<file path="config.mk">
export PLATFORM = sky130hd
export DESIGN_NAME = disk_request_scheduler
export DESIGN_NICKNAME = d
export VERILOG_FILES = /design/src/dsched_pkg.sv /design/src/dsched_ctrl.sv /design/src/dsched_dp.sv /design/src/disk_request_scheduler.sv
export SDC_FILE = /design/constraint.sdc
export NUM_CORES = 1
export LEC_CHECK = 0
export CAP_MARGIN = 20
export CELL_PAD_IN_SITES_DETAIL_PLACEMENT = 1
export CELL_PAD_IN_SITES_GLOBAL_PLACEMENT = 1
export CORE_ASPECT_RATIO = 0.8
export CORE_MARGIN = 4
export CORE_UTILIZATION = 40
export CTS_CLUSTER_SIZE = 10
export DETAILED_ROUTE_END_ITERATION = 8
export DONT_BUFFER_PORTS = 1
export PLACE_DENSITY = 0.6
export REMOVE_ABC_BUFFERS = 1
export SYNTH_ARGS = -nofsm -noshare
export SYNTH_HDL_FRONTEND = slang
export SYNTH_SLANG_ARGS = --single-unit
</file>
<file path="constraint.sdc">
create_clock -name clock -period 19.9 [get_ports clock]
set_input_delay 3.98 -clock clock [delete_from_list [all_inputs] [get_ports clock]]
set_output_delay 3.98 -clock clock [all_outputs]
set_load 0.01 [all_outputs]
</file>
<file path="src/dsched_pkg.sv">
// package for the disk request scheduler
// types, codes and constants; depends on nothing
package dsched_pkg;

   localparam int unsigned POOL_DEPTH_DEF = 16;
   localparam int unsigned CYL_BITS_DEF = 14;
   localparam int unsigned CSR_ADDR_BITS = 2;
   localparam int unsigned CSR_DATA_BITS = 32;
   localparam logic [CYL_BITS_DEF-1:0] START_RESET = CYL_BITS_DEF'(5000);
   localparam logic [CYL_BITS_DEF-1:0] TOP_RESET = CYL_BITS_DEF'(9999);

   typedef enum logic [CSR_ADDR_BITS-1:0] {
      CSR_POLICY = 2'd0,
      CSR_START  = 2'd1,
      CSR_TOP    = 2'd2,
      CSR_SPARE  = 2'd3
   } csr_index_type;

   typedef enum logic [2:0] {
      POL_FCFS  = 3'd0,
      POL_SSTF  = 3'd1,
      POL_SCAN  = 3'd2,
      POL_CSCAN = 3'd3,
      POL_LOOK  = 3'd4,
      POL_CLOOK = 3'd5,
      POL_RSV6  = 3'd6,
      POL_RSV7  = 3'd7
   } policy_type;

   typedef enum logic [2:0] {
      ST_IDLE,
      ST_SCAN,
      ST_PICK,
      ST_SHIFT,
      ST_OUT
   } state_type;

   typedef struct packed {
      logic [CYL_BITS_DEF-1:0] cylinder;
      logic                    end_of_requests;
   } req_word_type;

   typedef struct packed {
      logic [CYL_BITS_DEF-1:0] served_cylinder;
      logic [31:0]             head_movement;
      logic                    run_last;
   } rsp_word_type;

   // controller to datapath
   typedef struct packed {
      logic store;       // append request word
      logic scan_start;  // clear search bests
      logic scan_step;   // evaluate one slot
      logic pick;        // commit choice, update head and total
      logic shift_step;  // close the gap one slot
      logic shift_done;  // drop count
   } dp_cmd_type;

   // datapath to controller
   typedef struct packed {
      logic pool_full;
      logic pool_empty;
      logic pool_one;    // exactly one request pending
      logic scan_last;
      logic shift_last;
   } dp_status_type;

endpackage

</file>
<file path="src/dsched_ctrl.sv">
// controller state machine for the disk request scheduler
// depends on dsched_pkg
module dsched_ctrl (
   input  logic                      clock,
   input  logic                      reset,
   input  logic                      req_valid,
   output logic                      req_stall,
   input  logic                      req_end,
   output logic                      rsp_valid,
   input  logic                      rsp_stall,
   output logic                      rsp_last,
   output dsched_pkg::dp_cmd_type    cmd,
   input  dsched_pkg::dp_status_type status
);

   dsched_pkg::state_type state_ff, state_in;
   logic drain_ff, drain_in;
   logic store_ff, store_in;   // arrival still to be stored after a service
   logic last_ff, last_in;

   always_ff @(posedge clock) begin
      if (reset) begin
         state_ff <= dsched_pkg::ST_IDLE;
         drain_ff <= 1'b0;
         store_ff <= 1'b0;
         last_ff <= 1'b0;
      end else begin
         state_ff <= state_in;
         drain_ff <= drain_in;
         store_ff <= store_in;
         last_ff <= last_in;
      end
   end

   always_comb begin
      state_in = state_ff;
      drain_in = drain_ff;
      store_in = store_ff;
      last_in = last_ff;
      cmd = '0;
      req_stall = 1'b1;
      rsp_valid = 1'b0;
      rsp_last = last_ff;
      case (state_ff)
         dsched_pkg::ST_IDLE: begin
            req_stall = 1'b0;
            if (req_valid) begin
               drain_in = req_end;
               if (status.pool_full) begin
                  store_in = 1'b1;
                  cmd.scan_start = 1'b1;
                  state_in = dsched_pkg::ST_SCAN;
               end else begin
                  cmd.store = 1'b1;
                  if (req_end) begin
                     cmd.scan_start = 1'b1;
                     state_in = dsched_pkg::ST_SCAN;
                  end
               end
            end
         end
         dsched_pkg::ST_SCAN: begin
            cmd.scan_step = 1'b1;
            if (status.scan_last) state_in = dsched_pkg::ST_PICK;
         end
         dsched_pkg::ST_PICK: begin
            cmd.pick = 1'b1;
            state_in = dsched_pkg::ST_SHIFT;
         end
         dsched_pkg::ST_SHIFT: begin
            if (status.shift_last) begin
               cmd.shift_done = 1'b1;
               // last result: drain serves its final request, or a non-drain service
               last_in = drain_ff ? (status.pool_one && !store_ff) : 1'b1;
               state_in = dsched_pkg::ST_OUT;
            end else begin
               cmd.shift_step = 1'b1;
            end
         end
         dsched_pkg::ST_OUT: begin
            rsp_valid = 1'b1;
            if (!rsp_stall) begin
               if (store_ff) begin
                  cmd.store = 1'b1;
                  store_in = 1'b0;
               end
               if (drain_ff && !(status.pool_empty && !store_ff)) begin
                  cmd.scan_start = 1'b1;
                  state_in = dsched_pkg::ST_SCAN;
               end else begin
                  drain_in = 1'b0;
                  state_in = dsched_pkg::ST_IDLE;
               end
            end
         end
         default: state_in = dsched_pkg::ST_IDLE;
      endcase
   end

   // a result is shown only in the output state
   assert property (@(posedge clock) disable iff (reset)
      rsp_valid |-> state_ff == dsched_pkg::ST_OUT)
      else $error("result outside output state");
   // no arrival taken while a service is in progress
   assert property (@(posedge clock) disable iff (reset)
      !req_stall |-> !store_ff)
      else $error("arrival taken with one still pending");
   // a held result keeps its last flag
   assert property (@(posedge clock) disable iff (reset)
      rsp_valid && rsp_stall |=> rsp_valid && $stable(rsp_last))
      else $error("held result changed");

endmodule

</file>
<file path="src/dsched_dp.sv">
// datapath of the disk request scheduler: pool, search, head and total
// depends on dsched_pkg
module dsched_dp #(
   parameter int unsigned POOL_DEPTH = dsched_pkg::POOL_DEPTH_DEF,
   parameter int unsigned CYL_BITS = dsched_pkg::CYL_BITS_DEF
) (
   input  logic                      clock,
   input  logic                      reset,
   input  dsched_pkg::dp_cmd_type    cmd,
   output dsched_pkg::dp_status_type status,
   input  logic [CYL_BITS-1:0]       req_cyl,
   input  logic                      cfg_we,
   input  dsched_pkg::csr_index_type cfg_idx,
   input  logic [CYL_BITS-1:0]       cfg_data,
   output logic [CYL_BITS-1:0]       served,
   output logic [31:0]               movement
);

   localparam int unsigned IB = $clog2(POOL_DEPTH);
   localparam int unsigned CB = $clog2(POOL_DEPTH + 1);

   logic [CYL_BITS-1:0] pool_ff [POOL_DEPTH];
   logic [CB-1:0] count_ff;
   logic [IB-1:0] scan_ff, shift_ff;
   logic [2:0] policy_ff;
   logic [CYL_BITS-1:0] top_ff, head_ff;
   logic up_dir_ff;
   logic [31:0] total_ff;
   // search bests: up from head, down from head, lowest, highest, nearest
   logic upv_ff, dnv_ff;
   logic [IB-1:0] upi_ff, dni_ff, loi_ff, hii_ff, nri_ff;
   logic [CYL_BITS-1:0] upc_ff, dnc_ff, loc_ff, hic_ff, nrd_ff, nrc_ff;
   logic [CYL_BITS-1:0] c_cur, d_cur;

   assign c_cur = pool_ff[scan_ff];
   assign d_cur = (c_cur > head_ff) ? c_cur - head_ff : head_ff - c_cur;

   assign status.pool_full = count_ff == CB'(POOL_DEPTH);
   assign status.pool_empty = count_ff == '0;
   assign status.pool_one = count_ff == CB'(1);
   assign status.scan_last = CB'(scan_ff) + 1'b1 >= count_ff;
   assign status.shift_last = CB'(shift_ff) + 1'b1 >= count_ff;

   // choice made at pick time
   logic [IB-1:0] sel_i;
   logic [CYL_BITS-1:0] sel_c, turn;
   logic [CYL_BITS+1:0] seek_len;
   logic new_dir;
   logic [32:0] sum;

   always_comb begin
      turn = (top_ff > head_ff) ? top_ff : head_ff;
      sel_i = '0;
      sel_c = pool_ff[0];
      new_dir = up_dir_ff;
      seek_len = '0;
      case (policy_ff)
         dsched_pkg::POL_SSTF: begin
            sel_i = nri_ff;
            sel_c = nrc_ff;
         end
         dsched_pkg::POL_SCAN, dsched_pkg::POL_LOOK: begin
            if (up_dir_ff) begin
               if (upv_ff) begin
                  sel_i = upi_ff; sel_c = upc_ff;
               end else begin
                  sel_i = hii_ff; sel_c = hic_ff; new_dir = 1'b0;
                  if (policy_ff == dsched_pkg::POL_SCAN)
                     seek_len = (CYL_BITS+2)'(turn - head_ff)
                              + (CYL_BITS+2)'(turn - hic_ff);
               end
            end else begin
               if (dnv_ff) begin
                  sel_i = dni_ff; sel_c = dnc_ff;
               end else begin
                  sel_i = loi_ff; sel_c = loc_ff; new_dir = 1'b1;
                  if (policy_ff == dsched_pkg::POL_SCAN)
                     seek_len = (CYL_BITS+2)'(head_ff) + (CYL_BITS+2)'(loc_ff);
               end
            end
         end
         dsched_pkg::POL_CSCAN, dsched_pkg::POL_CLOOK: begin
            new_dir = 1'b1;
            if (upv_ff) begin
               sel_i = upi_ff; sel_c = upc_ff;
            end else begin
               sel_i = loi_ff; sel_c = loc_ff;
               if (policy_ff == dsched_pkg::POL_CSCAN)
                  seek_len = (CYL_BITS+2)'(turn - head_ff) + (CYL_BITS+2)'(turn)
                           + (CYL_BITS+2)'(loc_ff);
            end
         end
         default: begin
            sel_i = '0;
            sel_c = pool_ff[0];
         end
      endcase
      if (seek_len == '0)
         seek_len = (CYL_BITS+2)'((sel_c > head_ff) ? sel_c - head_ff : head_ff - sel_c);
      sum = {1'b0, total_ff} + 33'(seek_len);
   end

   always_ff @(posedge clock) begin
      if (reset) begin
         count_ff <= '0;
         policy_ff <= dsched_pkg::POL_FCFS;
         top_ff <= CYL_BITS'(dsched_pkg::TOP_RESET);
         head_ff <= CYL_BITS'(dsched_pkg::START_RESET);
         up_dir_ff <= 1'b1;
         total_ff <= '0;
         scan_ff <= '0;
         shift_ff <= '0;
      end else begin
         if (cfg_we) begin
            case (cfg_idx)
               dsched_pkg::CSR_POLICY: policy_ff <= cfg_data[2:0];
               dsched_pkg::CSR_START:  head_ff <= cfg_data;
               dsched_pkg::CSR_TOP:    top_ff <= cfg_data;
               default: ;
            endcase
         end
         if (cmd.store) count_ff <= count_ff + 1'b1;
         if (cmd.scan_start) scan_ff <= '0;
         if (cmd.scan_step && !status.scan_last) scan_ff <= scan_ff + 1'b1;
         if (cmd.pick) begin
            head_ff <= sel_c;
            up_dir_ff <= new_dir;
            total_ff <= sum[32] ? 32'hFFFF_FFFF : sum[31:0];
            shift_ff <= sel_i;
         end
         if (cmd.shift_step) shift_ff <= shift_ff + 1'b1;
         if (cmd.shift_done) count_ff <= count_ff - 1'b1;
      end
   end

   always_ff @(posedge clock) begin
      if (cmd.store) pool_ff[count_ff[IB-1:0]] <= req_cyl;
      if (cmd.shift_step) pool_ff[shift_ff] <= pool_ff[shift_ff + 1'b1];
      if (cmd.pick) served <= sel_c;
      if (cmd.scan_start) begin
         upv_ff <= 1'b0;
         dnv_ff <= 1'b0;
      end
      if (cmd.scan_step) begin
         if (scan_ff == '0 || c_cur < loc_ff) begin
            loi_ff <= scan_ff; loc_ff <= c_cur;
         end
         if (scan_ff == '0 || c_cur > hic_ff) begin
            hii_ff <= scan_ff; hic_ff <= c_cur;
         end
         if (scan_ff == '0 || d_cur < nrd_ff) begin
            nri_ff <= scan_ff; nrd_ff <= d_cur; nrc_ff <= c_cur;
         end
         if (c_cur >= head_ff && (!upv_ff || c_cur < upc_ff)) begin
            upv_ff <= 1'b1; upi_ff <= scan_ff; upc_ff <= c_cur;
         end
         if (c_cur <= head_ff && (!dnv_ff || c_cur > dnc_ff)) begin
            dnv_ff <= 1'b1; dni_ff <= scan_ff; dnc_ff <= c_cur;
         end
      end
   end

   assign movement = total_ff;

   // pool never overfills
   assert property (@(posedge clock) disable iff (reset)
      count_ff <= CB'(POOL_DEPTH))
      else $error("pool count overflow");
   // service only with a non-empty pool
   assert property (@(posedge clock) disable iff (reset)
      cmd.pick |-> count_ff != '0)
      else $error("service of empty pool");
   // total never decreases across a service
   assert property (@(posedge clock) disable iff (reset)
      cmd.pick && !cfg_we |=> total_ff >= $past(total_ff))
      else $error("head movement decreased");

endmodule

</file>
<file path="src/disk_request_scheduler.sv">
// top level of the disk request scheduler
// depends on dsched_pkg, dsched_ctrl and dsched_dp
//
// usage:
// - req channel (req_valid, req_stall, req_word) carries one request word:
//   cylinder and end_of_requests. rsp channel (rsp_valid, rsp_stall,
//   rsp_word) carries served_cylinder, head_movement and run_last
// - csr channel writes policy, start cylinder (also loads the head) and top
//   cylinder; write only while idle
// - an arrival into a pool that is not full is stored and gives no word; a
//   full pool first serves one request, an end-marked arrival drains the
//   pool, one word per request, run_last on the final one
// - one service is a serial scan of the pool, a pick, then a serial shift
//   that closes the gap, and then the output state
// - the controller works on one request at a time; req_stall is high from
//   acceptance of a serving arrival until its last word is taken
// - a stalled result word holds, and the block waits in its output state
// - synchronous reset empties the pool, zeroes head movement, sets the
//   sweep upward and loads register resets (policy fcfs, start 5000,
//   top 9999)
module disk_request_scheduler #(
   parameter int unsigned POOL_DEPTH = dsched_pkg::POOL_DEPTH_DEF,
   parameter int unsigned CYL_BITS = dsched_pkg::CYL_BITS_DEF
) (
   input  logic                                    clock,
   input  logic                                    reset,
   input  logic                                    req_valid,
   output logic                                    req_stall,
   input  dsched_pkg::req_word_type                req_word,
   output logic                                    rsp_valid,
   input  logic                                    rsp_stall,
   output dsched_pkg::rsp_word_type                rsp_word,
   input  logic                                    csr_valid,
   output logic                                    csr_ready,
   input  logic [dsched_pkg::CSR_ADDR_BITS-1:0]    csr_index,
   input  logic [dsched_pkg::CSR_DATA_BITS-1:0]    csr_data
);

   dsched_pkg::dp_cmd_type cmd;
   dsched_pkg::dp_status_type status;
   logic rsp_last;
   logic [CYL_BITS-1:0] served;
   logic [31:0] movement;

   // configuration always taken; writes must come only while idle, the block does not enforce it
   assign csr_ready = 1'b1;

   dsched_ctrl u_ctrl (
      .clock     (clock),
      .reset     (reset),
      .req_valid (req_valid),
      .req_stall (req_stall),
      .req_end   (req_word.end_of_requests),
      .rsp_valid (rsp_valid),
      .rsp_stall (rsp_stall),
      .rsp_last  (rsp_last),
      .cmd       (cmd),
      .status    (status)
   );

   // arrival word is latched so a served-first arrival is stored afterward
   logic [CYL_BITS-1:0] hold_cyl_ff;
   always_ff @(posedge clock) begin
      if (req_valid && !req_stall) hold_cyl_ff <= CYL_BITS'(req_word.cylinder);
   end

   logic [CYL_BITS-1:0] store_cyl;
   assign store_cyl = req_stall ? hold_cyl_ff : CYL_BITS'(req_word.cylinder);

   dsched_dp #(
      .POOL_DEPTH (POOL_DEPTH),
      .CYL_BITS   (CYL_BITS)
   ) u_dp (
      .clock    (clock),
      .reset    (reset),
      .cmd      (cmd),
      .status   (status),
      .req_cyl  (store_cyl),
      .cfg_we   (csr_valid && csr_ready),
      .cfg_idx  (dsched_pkg::csr_index_type'(csr_index)),
      .cfg_data (csr_data[CYL_BITS-1:0]),
      .served   (served),
      .movement (movement)
   );

   assign rsp_word.served_cylinder = dsched_pkg::CYL_BITS_DEF'(served);
   assign rsp_word.head_movement = movement;
   assign rsp_word.run_last = rsp_last;

endmodule

</file>
==> flow_summary.json, run 1 <==
{
  "status": "complete, no violations",
  "end_kind": "register",
  "yosysWarnings": 0,
  "r2r-end": "u_dp.movement[8]$_SDFFE_PP0P_",
  "place_congestion": 0.982,
  "syn_to_final_growth_pct": 10.3,
  "report.final.slew_viol_count": 0,
  "clockBufferDepth": 3,
  "postRouteAntennaNets": 0,
  "r2r_setup_slack_ns": 7.38,
  "path_max_fanout": 29,
  "seq_area_frac_synth": 0.435,
  "clk_latency_ns": 0.63,
  "clock_tree.root_cell": "clkbuf_16",
  "worst_slack_ns": 7.38,
  "die_area_um2": 76100,
  "vias_per_cell": 6.13,
  "hold_end": "u_dp.top_ff[11]$_SDFFE_PP0P_",
  "cts.sinks": 445,
  "clk_pin_slew_ns": 0.06,
  "p_per_area_nw_per_um2": 103,
  "timing.final.crit_share": 0.629,
  "p_leak_nw": 11.9,
  "multiInputGateArea_um2": 15200,
  "syn_area_um2": 28700,
  "grt_max_degree": 84,
  "fin_setup_tns_ns": 0,
  "synth_top_area_share": 0.373,
  "cts_buffers": 53,
  "holdCritStartpoint": "u_dp.top_ff[11]$_SDFFE_PP0P_",
  "finish.net_count": 2845,
  "seq_area_um2": 12500,
  "grt_pass1_wl_mm": 144,
  "avgRoutedWirePerCell_um": 27.6,
  "post-route-min-period_ns": 12.52,
  "relSlewSlack": 0.123,
  "overflow": 0,
  "yosysMostFrequentCell": "edfxtp_1",
  "drt-total-wl_mm": 96.5,
  "tightest_slew_ns": 1.31,
  "synth_ff_type": "edfxtp_1",
  "ys_ff_latch": 445,
  "antenna_found_initial": 0,
  "crit_slowest_cell": "a222oi_1",
  "start_kind": "register",
  "slowest_delay_ns": 1.06,
  "yosys.area_share.simple": 0.0935,
  "grt_pass1_vias": 22000,
  "synth_top_family_by_area": "compound AO/OA/AOI/OAI gates",
  "die_height_um": 248,
  "drive_gt1_frac": 0.129,
  "ios": 104,
  "ir_worst_vdd_uv": 62.7,
  "worstPathArrival_ns": 13.02,
  "r2r_cells": 42,
  "setup_viol": 0,
  "rr_startpoint": "u_dp.head_ff[1]$_SDFFE_PP0P_",
  "yosysTopAreaCell": "edfxtp_1",
  "synth_area_leaders": "edfxtp_1 37%, mux4_2 11%, ha_1 10%, dfxtp_1 6.2%, a21oi_1 3.2%",
  "cts_hold_buf": 0,
  "grt_setup_unrepaired": "false",
  "die_w_um": 307,
  "cap_violations": 0,
  "path_class": "reg -> reg",
  "initialDrtViolationCount": 1934,
  "first_pass_iters": 6,
  "via_count": 21400,
  "async_flop_share": 0,
  "hp-class": "reg -> reg",
  "rows": 87,
  "initial_utilization": 0.406,
  "grt_use_total": 0.251,
  "coreArea_um2": 70800,
  "postCtsSetupRepairBufs": 0,
  "io_buffers": 0,
  "nFillCells": 7519,
  "max_freq_mhz": 79.9,
  "synthAdderAreaFrac": 0.120,
  "avgSynthCellArea_um2": 11.4,
  "htree_levels": 2,
  "clock_skew_ns": 0.0648,
  "synth_edf_count": 356,
  "dp_slack_ns": 7.72,
  "hpwl_mm": 70.0,
  "synth.top_cells.by_count": "356 x edfxtp_1, 239 x ha_1, 182 x a21oi_1",
  "synth_compound_gate_area_share": 0.145,
  "cts_resized": 0,
  "yosys.cell_types.count": 87,
  "hold_depth": 2,
  "cts_tree": "done",
  "diodes": 0,
  "synth.area.mux_share": 0.138,
  "crit_required_ns": 20.40,
  "synth_cells": 2516,
  "synthXorXnorAreaFrac": 0.0311,
  "drcViolationCount": 0,
  "hold_viol": 0
}
-- per-layer routing --
metal  GRT usage  wire (µm)  part of all wire  vias up
li1            -          -                 -     9611
met1       0.385      46200              0.48    11000
met2       0.373      41000              0.42      749
met3      0.0521       8020             0.083       79
met4      0.0390       1300             0.013        0
met5           0          0                 0        -
-- worst max-delay path by stage --
stage	start	depth (start not counted)	to
finish	u_dp.head_ff[1]$_SDFFE_PP0P_	42	u_dp.movement[8]$_SDFFE_PP0P_
global route	u_dp.head_ff[1]$_SDFFE_PP0P_	45	u_dp.movement[11]$_SDFFE_PP0P_
CTS	u_dp.head_ff[1]$_SDFFE_PP0P_	42	u_dp.movement[8]$_SDFFE_PP0P_
detailed placement	u_dp.head_ff[1]$_SDFFE_PP0P_	42	u_dp.movement[8]$_SDFFE_PP0P_
global placement	u_dp.head_ff[1]$_SDFFE_PP0P_	44	u_dp.movement[0]$_SDFFE_PP0P_
floorplan	u_dp.head_ff[1]$_SDFFE_PP0P_	41	u_dp.movement[0]$_SDFFE_PP0P_
-- where the power goes --
part / switching, mW / total [mW] / internal [mW]
Clock: 0.396 / 0.912 / 0.515
Combinational: 0.745 / 1.23 / 0.485
Sequential: 0.0421 / 1.11 / 1.07
-- cell usage in the layout (no fill, tap or decap), types with 23 or more instances in the layout --
cell | Yosys | final
a211oi_1 | 31 | 31
a21o_1 | 62 | 62
a21oi_1 | 182 | 179
a31oi_1 | 36 | 35
buf_4 | 3 | 74
clkbuf_1 | 88 | 27
clkbuf_16 | 0 | 53
dfxtp_1 | 89 | 85
edfxtp_1 | 356 | 356
fa_1 | 23 | 23
ha_1 | 239 | 238
inv_1 | 160 | 160
mux2i_1 | 60 | 60
mux4_2 | 139 | 139
nand2_1 | 152 | 152
nand2b_1 | 30 | 30
nand3_1 | 26 | 26
nand4_1 | 24 | 24
nor2_1 | 178 | 177
nor2b_1 | 36 | 36
nor3_1 | 33 | 31
o21a_1 | 25 | 25
o21ai_0 | 135 | 135
xnor2_1 | 67 | 66
xor2_1 | 35 | 34
-- layout make-up --
cell class	count	share of cell area
multi-input cells	1794	0.482
flip-flops and latches	445	0.394
clock buffers	82	0.0460
well taps	934	0.0369
inverters	160	0.0190
repair buffers	75	0.0180
clock inverters	8	0.00407
-- sequential cells by signal, summed over array words and instances, names as in the netlist, 4 cells and up, named ones only --
| name | cells |
|---|---|
| u_dp.nrd_ff | 14 |
| u_dp.scan_ff | 4 |
| u_dp.nri_ff | 4 |
| u_dp.upi_ff | 4 |
| hold_cyl_ff | 14 |
| u_dp.hii_ff | 4 |
| u_dp.head_ff | 14 |
| u_dp.count_ff | 5 |
| u_dp.nrc_ff | 14 |
| u_dp.upc_ff | 14 |
| u_dp.dnc_ff | 14 |
| u_dp.hic_ff | 14 |
| u_dp.movement | 32 |
| u_dp.loc_ff | 14 |
| u_dp.served | 14 |
| u_dp.top_ff | 14 |
| u_dp.loi_ff | 4 |
| u_dp.dni_ff | 4 |
| u_dp.shift_ff | 4 |
| u_dp.pool_ff | 224 |
-- through the flow --
| stage | area (µm²) | power (mW) | util | cells | hold WS (ns) |
|---|---|---|---|---|---|
| floorplan | 28200 | 1.98 | - | 2399 | 0.442 |
| global placement | 30000 | 2.30 | 0.424 | 3396 | 0.489 |
| detailed placement | 30000 | 2.34 | 0.424 | 3397 | 0.488 |
| CTS | 31600 | 3.26 | 0.446 | 3487 | 0.497 |
| global route | 31700 | 3.45 | 0.447 | 3498 | 0.535 |
| finish | 31700 | 3.25 | 0.447 | 3498 | 0.495 |
-- critical path, delay by kind of cell, from the launching register on --
kind	cells	cell delay, ns
xor+xnor	2	0.25
buf+inv	4	0.81
fa+ha+maj	5	1.88
flops	1	0.84
compound gates	22	6.60
mux	1	0.27
simple gates	8	1.73
-- logic make-up (layout without fill, tap and decap cells) --
family	count (synthesis)	count (layout)
compound gates	648	648
simple gates	561	561
flops	445	445
buf+inv	277	325
fa+ha+maj	262	262
mux	220	220
xor+xnor	102	102
other cells	1	1
Note: power is estimated with default switching activity, not from simulation.
==> run 2, diff against run 1 <==
--- a/config.mk
+++ b/config.mk
@@ -14,7 +14,7 @@
 export CTS_CLUSTER_SIZE = 10
 export DETAILED_ROUTE_END_ITERATION = 8
 export DONT_BUFFER_PORTS = 1
-export PLACE_DENSITY = 0.6
+export PLACE_DENSITY = 0.63
 export REMOVE_ABC_BUFFERS = 1
 export SYNTH_ARGS = -nofsm -noshare
 export SYNTH_HDL_FRONTEND = slang
==> constraint.sdc (replaced) <==
create_clock -name clock -period 11.1 [get_ports clock]
set_input_delay 2.22 -clock clock [delete_from_list [all_inputs] [get_ports clock]]
set_output_delay 2.22 -clock clock [all_outputs]
set_load 0.01 [all_outputs]
==> run 2 against run 1 <==
Global-route usage down 0.53 points. Via count up 0.50%. Sequential share of layout area down 0.31 points. Power up 82%. Non-clock buffer count up 26. Design area up 0.81%. Critical path depth up 3. First-iteration DRC count up 10%.
==> flow_summary.json, run 2 (synthesis gave the netlist of run 1 again) <==
{
  "dp_cells": 3425,
  "die_height_um": 248,
  "crit_required_ns": 11.63,
  "clockBufferDepth": 3,
  "final_cell_mix": "356 x edfxtp_1, 238 x ha_1, 179 x a21oi_1",
  "grt_max_degree": 84,
  "max_freq_mhz": 96.5,
  "final_common_cell": "edfxtp_1",
  "p_per_area_nw_per_um2": 186,
  "top_register": "u_dp.pool_ff",
  "grt_pass1_vias": 21800,
  "drt-total-wl_mm": 94.8,
  "via_count": 21500,
  "grt_use_total": 0.246,
  "clk_pin_slew_ns": 0.06,
  "vias_per_cell": 6.10,
  "clock_skew_ns": 0.0240,
  "fin_setup_tns_ns": 0,
  "clock_tree.root_cell": "clkbuf_16",
  "cts.sinks": 445,
  "ios": 104,
  "path_class": "reg -> reg",
  "tightest_slew_ns": 1.07,
  "drive_gt1_frac": 0.140,
  "path_max_fanout": 17,
  "report.final.slew_viol_count": 0,
  "hp-class": "reg -> reg",
  "end_kind": "register",
  "ir_worst_vdd_uv": 122,
  "p_leak_nw": 12.0,
  "cts_tree": "done",
  "io_buffers": 0,
  "worstPathArrival_ns": 10.90,
  "initialDrtViolationCount": 2135,
  "avgRoutedWirePerCell_um": 26.8,
  "die_area_um2": 76100,
  "critPathTopFamily": "compound AO/OA/AOI/OAI gates",
  "grt_setup_unrepaired": "false",
  "hpwl_mm": 70.2,
  "largest_reg_flops": 224,
  "finish.net_count": 2871,
  "relSlewSlack": 0.286,
  "overflow": 0,
  "setup_viol": 0,
  "coreArea_um2": 70800,
  "rows": 87,
  "grt_pass1_wl_mm": 141,
  "cap_violations": 0,
  "syn_to_final_growth_pct": 11.2,
  "clk_latency_ns": 0.62,
  "place_congestion": 0.915,
  "whs_ns": 0.495,
  "slowest_delay_ns": 0.62,
  "antenna_found_initial": 6,
  "post_layout_nonfiller_instances": 3533,
  "timing.final.crit_share": 0.934,
  "drcViolationCount": 0,
  "initial_utilization": 0.406,
  "die_w_um": 307,
  "post-route-min-period_ns": 10.37,
  "hold_viol": 0,
  "cts_buffers": 53,
  "start_kind": "register",
  "crit_slowest_cell": "or4_1",
  "first_pass_iters": 5,
  "postCtsSetupRepairBufs": 0,
  "crit_buf_inv": 5,
  "postRouteAntennaNets": 0,
  "htree_levels": 2,
  "status": "complete, no violations"
}
[run 2: cell types whose count changed in the layout (fill, tap and decap cells not counted), moves of 2 or more]
cell       change
buf_4         +25
clkinv_2       +3
clkinv_16      -2
o21ai_0        -4
o21ai_1        +4
inv_16         +2
clkbuf_8       -2
nor2_2         +4
nor2_1         -4
bufinv_16      +2
clkbuf_1       +7
[run 2: final timing paths]
kind                           startpoint                              to  slack [ns]  cells past startpoint
max          u_dp.head_ff[1]$_SDFFE_PP0P_  u_dp.movement[21]$_SDFFE_PP0P_        0.73                     45
min           u_dp.top_ff[6]$_SDFFE_PP0P_     u_dp.top_ff[6]$_SDFFE_PP0P_        0.49                      2
min reg2reg   u_dp.top_ff[6]$_SDFFE_PP0P_     u_dp.top_ff[6]$_SDFFE_PP0P_        0.49                      2
max reg2reg  u_dp.head_ff[1]$_SDFFE_PP0P_  u_dp.movement[21]$_SDFFE_PP0P_        0.73                     45
[run 2: per-layer routing]
| metal | track usage | share of wire |
|---|---|---|
| met2 | 0.360 | 0.42 |
| met4 | 0.0444 | 0.015 |
| met3 | 0.0470 | 0.078 |
| met1 | 0.381 | 0.48 |
| met5 | 0 | 0.00014 |
[run 2: final cells by class]
cell class | instances | area, µm²
clock buffer | 87 | 1450
antenna | 1 | 2.50
timing repair buffer | 101 | 786
sequential | 445 | 12500
multi-input combinational | 1794 | 15300
inverter | 160 | 601
fill | 7536 | 38800
clock inverter | 11 | 156
tap | 934 | 1170
[run 2: worst reg2reg max path, delay by kind of cell (launching register included)]
family / cells / cell delay (ns)
XOR/XNOR: 1 / 0.31
AND/OR/NAND/NOR: 9 / 2.19
AO/OA/AOI/OAI: 23 / 4.36
buffers and inverters: 5 / 0.72
multiplexers: 1 / 0.26
flip-flops: 1 / 0.34
adder cells (fa/ha/maj): 6 / 2.12
[run 2: repair_timing]
item | 4_1_cts | 5_1_grt
setup endpoints to repair | 0 | 32
hold buffers | 0 | 0
resized for setup | 0 | 8
[run 2: through the flow]
| step | instance area, µm² | setup WS [ns] | power (mW) | util |
|---|---|---|---|---|
| global placement | 30200 | 0.438 | 4.13 | 0.427 |
| floorplan | 28200 | 0.952 | 3.54 | - |
| global route | 31900 | 0.0503 | 6.26 | 0.451 |
| detailed placement | 30200 | 0.347 | 4.21 | 0.427 |
| CTS | 31800 | 0.289 | 5.91 | 0.449 |
| finish | 31900 | 0.733 | 5.92 | 0.451 |
[run 2: power breakdown]
group	switching [mW]	internal, mW	total (mW)
Clock	0.719	0.963	1.68
Combinational	1.38	0.884	2.27
Sequential	0.0595	1.92	1.98
Total	2.16	3.76	5.92
==> run 3, diff against run 2 <==
--- a/config.mk
+++ b/config.mk
@@ -5,6 +5,7 @@
 export SDC_FILE = /design/constraint.sdc
 export NUM_CORES = 1
 export LEC_CHECK = 0
+export ABC_AREA = 1
 export CAP_MARGIN = 20
 export CELL_PAD_IN_SITES_DETAIL_PLACEMENT = 1
 export CELL_PAD_IN_SITES_GLOBAL_PLACEMENT = 1
@@ -14,7 +15,7 @@
 export CTS_CLUSTER_SIZE = 10
 export DETAILED_ROUTE_END_ITERATION = 8
 export DONT_BUFFER_PORTS = 1
-export PLACE_DENSITY = 0.63
+export PLACE_DENSITY_LB_ADDON = 0.1
 export REMOVE_ABC_BUFFERS = 1
 export SYNTH_ARGS = -nofsm -noshare
 export SYNTH_HDL_FRONTEND = slang
==> run 3 against run 2 <==
Critical path depth down 1. Setup slack better by 0.21 ns. Routed wire length up 23%. Highest routed layer is now met4. Register-to-register slack better by 0.21 ns. Die area up 9.2%. Largest power group unchanged.
==> flow_summary.json, run 3 <==
{
  "status": "complete, no violations",
  "yosysMostFrequentCell": "nand2_1",
  "syn_to_final_growth_pct": 9.11,
  "fin_setup_tns_ns": 0,
  "seqPwrFrac": 0.291,
  "setup_viol": 0,
  "drcViolationCount": 0,
  "crit_buf_inv": 4,
  "hpwl_mm": 86.3,
  "grt_use_total": 0.275,
  "nFillCells": 9490,
  "crit_slowest_cell": "o21ai_2",
  "yosys.area_share.simple": 0.204,
  "path_max_fanout": 28,
  "cts_resized": 0,
  "critPathTopFamily": "simple AND/OR/NAND/NOR gates",
  "post-route-min-period_ns": 10.16,
  "synth_top_area_share": 0.340,
  "combinationalPowerShare": 0.470,
  "drt-total-wl_mm": 117,
  "hp-class": "reg -> reg",
  "path_class": "reg -> reg",
  "grt_max_degree": 80,
  "first_pass_iters": 5,
  "ios": 104,
  "drive_gt1_frac": 0.0518,
  "ir_worst_vdd_uv": 137,
  "clockBufferDepth": 3,
  "htree_levels": 2,
  "synth.area.mux_share": 0,
  "worstPathArrival_ns": 10.72,
  "start_kind": "register",
  "relSlewSlack": 0.319,
  "max_freq_mhz": 98.5,
  "synthXorXnorAreaFrac": 0.0254,
  "yosysWarnings": 0,
  "p_per_area_nw_per_um2": 206,
  "antenna_found_initial": 1,
  "place_congestion": 0.935,
  "die_w_um": 321,
  "power_switching_mw": 3.08,
  "report.final.slew_viol_count": 0,
  "overflow": 0,
  "via_count": 28500,
  "worst_slack_ns": 0.943,
  "grt_setup_unrepaired": "false",
  "postRouteAntennaNets": 0,
  "postCtsSetupRepairBufs": 0,
  "timing.final.crit_share": 0.915,
  "io_buffers": 0,
  "final_common_cell": "nand2_1",
  "avgSynthCellArea_um2": 7.84,
  "cts.sinks": 445,
  "clk_latency_ns": 0.64,
  "vias_per_cell": 5.66,
  "avgRoutedWirePerCell_um": 23.1,
  "dp_slack_ns": 1.20,
  "grt_pass1_wl_mm": 175,
  "crit_required_ns": 11.66,
  "async_flop_share": 0,
  "p_int_mw": 3.97,
  "tightest_slew_ns": 1.02,
  "cts_tree": "done",
  "finish.net_count": 4298,
  "cts_buffers": 53,
  "p_leak_nw": 14.9,
  "final_cell_mix": "841 x nand2_1, 547 x inv_1, 388 x a21oi_1",
  "rows": 91,
  "top_register": "u_dp.pool_ff",
  "yosys.cell_types.count": 64,
  "cap_violations": 0,
  "die_area_um2": 83100,
  "synth_area_leaders": "edfxtp_1 34%, nand2_1 10%, ha_1 9.5%, inv_1 6.6%, a21oi_1 6.2%",
  "clock_skew_ns": 0.0367,
  "clk_pin_slew_ns": 0.07,
  "grt_util_met1": 0.416,
  "synth_top_family_by_area": "simple AND/OR/NAND/NOR gates",
  "ys_ff_latch": 445,
  "slowest_delay_ns": 0.76,
  "gr-max-usage-layer": "met1",
  "initialDrtViolationCount": 2148,
  "synth_cells": 4008,
  "clock_tree.root_cell": "clkbuf_16",
  "synthAdderAreaFrac": 0.110,
  "synth.top_cells.by_count": "841 x nand2_1, 549 x inv_1, 391 x a21oi_1",
  "met2_usage": 0.407,
  "largest_reg_flops": 224,
  "path_common_cell": "nand2_1",
  "cts_hold_buf": 0,
  "coreArea_um2": 77400,
  "yosysTopAreaCell": "edfxtp_1",
  "whs_ns": 0.475,
  "grt_pass1_vias": 28300,
  "synth_ff_type": "edfxtp_1",
  "seq_area_um2": 12500,
  "synth_compound_gate_area_share": 0.175,
  "p_clk_frac": 0.238,
  "seq_area_frac_synth": 0.397,
  "synth_edf_count": 356,
  "multiInputGateArea_um2": 16200,
  "die_height_um": 259,
  "syn_area_um2": 31400,
  "use_met3": 0.0574,
  "initial_utilization": 0.406,
  "end_kind": "register",
  "hold_viol": 0,
  "switching_share": 0.437
}
[run 3: cell types whose count changed in the layout (fill, tap and decap cells not counted), sizes merged, moves of 48 or more]
cell / change
nor2: +124
nand3: +251
inv: +403
nand2: +696
mux4: -139
o211ai: +112
mux2i: -60
o21ai: +158
a21oi: +211
a21o: -48
[run 3: final cells by class]
cell class	count	share of cell area
tap	1023	0.0373
clock buffer	85	0.0449
timing repair buffer	73	0.0160
antenna	2	0.000146
multi-input combinational	2839	0.473
clock inverter	5	0.00157
sequential	445	0.364
inverter	570	0.0625
[run 3: per-stage QoR]
| stage | total power [mW] | instances | util | instance area (µm²) |
|---|---|---|---|---|
| 2_1_floorplan | 4.34 | 3854 | - | 30800 |
| 3_3_place_gp | 5.29 | 4943 | 0.421 | 32600 |
| 3_5_place_dp | 5.36 | 4946 | 0.422 | 32600 |
| 4_1_cts | 7.06 | 5036 | 0.442 | 34200 |
| 5_1_grt | 7.60 | 5040 | 0.443 | 34300 |
| 6_report | 7.05 | 5042 | 0.443 | 34300 |
[run 3: power groups by stage]
stage	combinational [mW]	sequential [mW]	clock, mW
CTS	3.30	2.05	1.71
global placement	3.21	2.09	0
detailed placement	3.27	2.09	0
floorplan	2.27	2.07	0
finish	3.32	2.06	1.68
global route	3.76	2.06	1.78
[run 3: path summary, 6_finish.rpt]
kind,slack (ns),from,depth (start not counted),end
max,0.94,u_dp.head_ff[10]$_SDFFE_PP0P_,44,u_dp.movement[9]$_SDFFE_PP0P_
min reg2reg,0.47,u_ctrl.store_ff$_SDFFE_PP0P_,2,u_ctrl.store_ff$_SDFFE_PP0P_
max reg2reg,0.94,u_dp.head_ff[10]$_SDFFE_PP0P_,44,u_dp.movement[9]$_SDFFE_PP0P_
min,0.47,u_ctrl.store_ff$_SDFFE_PP0P_,2,u_ctrl.store_ff$_SDFFE_PP0P_
[run 3: worst min-delay path, delay by kind of cell, from the launching register on]
kind               cells  cell delay [ns]
and+or+nand+nor        1             0.07
AOI/OAI and AO/OA      1             0.04
DFF                    1             0.33
[run 3: metal layers]
layer	up-vias	part of all wire	routed length, µm
met5	-	0	0
met4	0	0.017	2010
met3	115	0.081	9390
met2	832	0.41	48300
met1	14000	0.49	56800
li1	13600	-	-
[run 3: cells by family (layout without fill, tap and decap cells)]
kind of cell / after synthesis / count (layout)
compound gates: 966 / 966
xor+xnor: 91 / 91
fa+ha+maj: 262 / 262
buf+inv: 724 / 733
flops: 445 / 445
other cells: 1 / 3
simple gates: 1519 / 1519
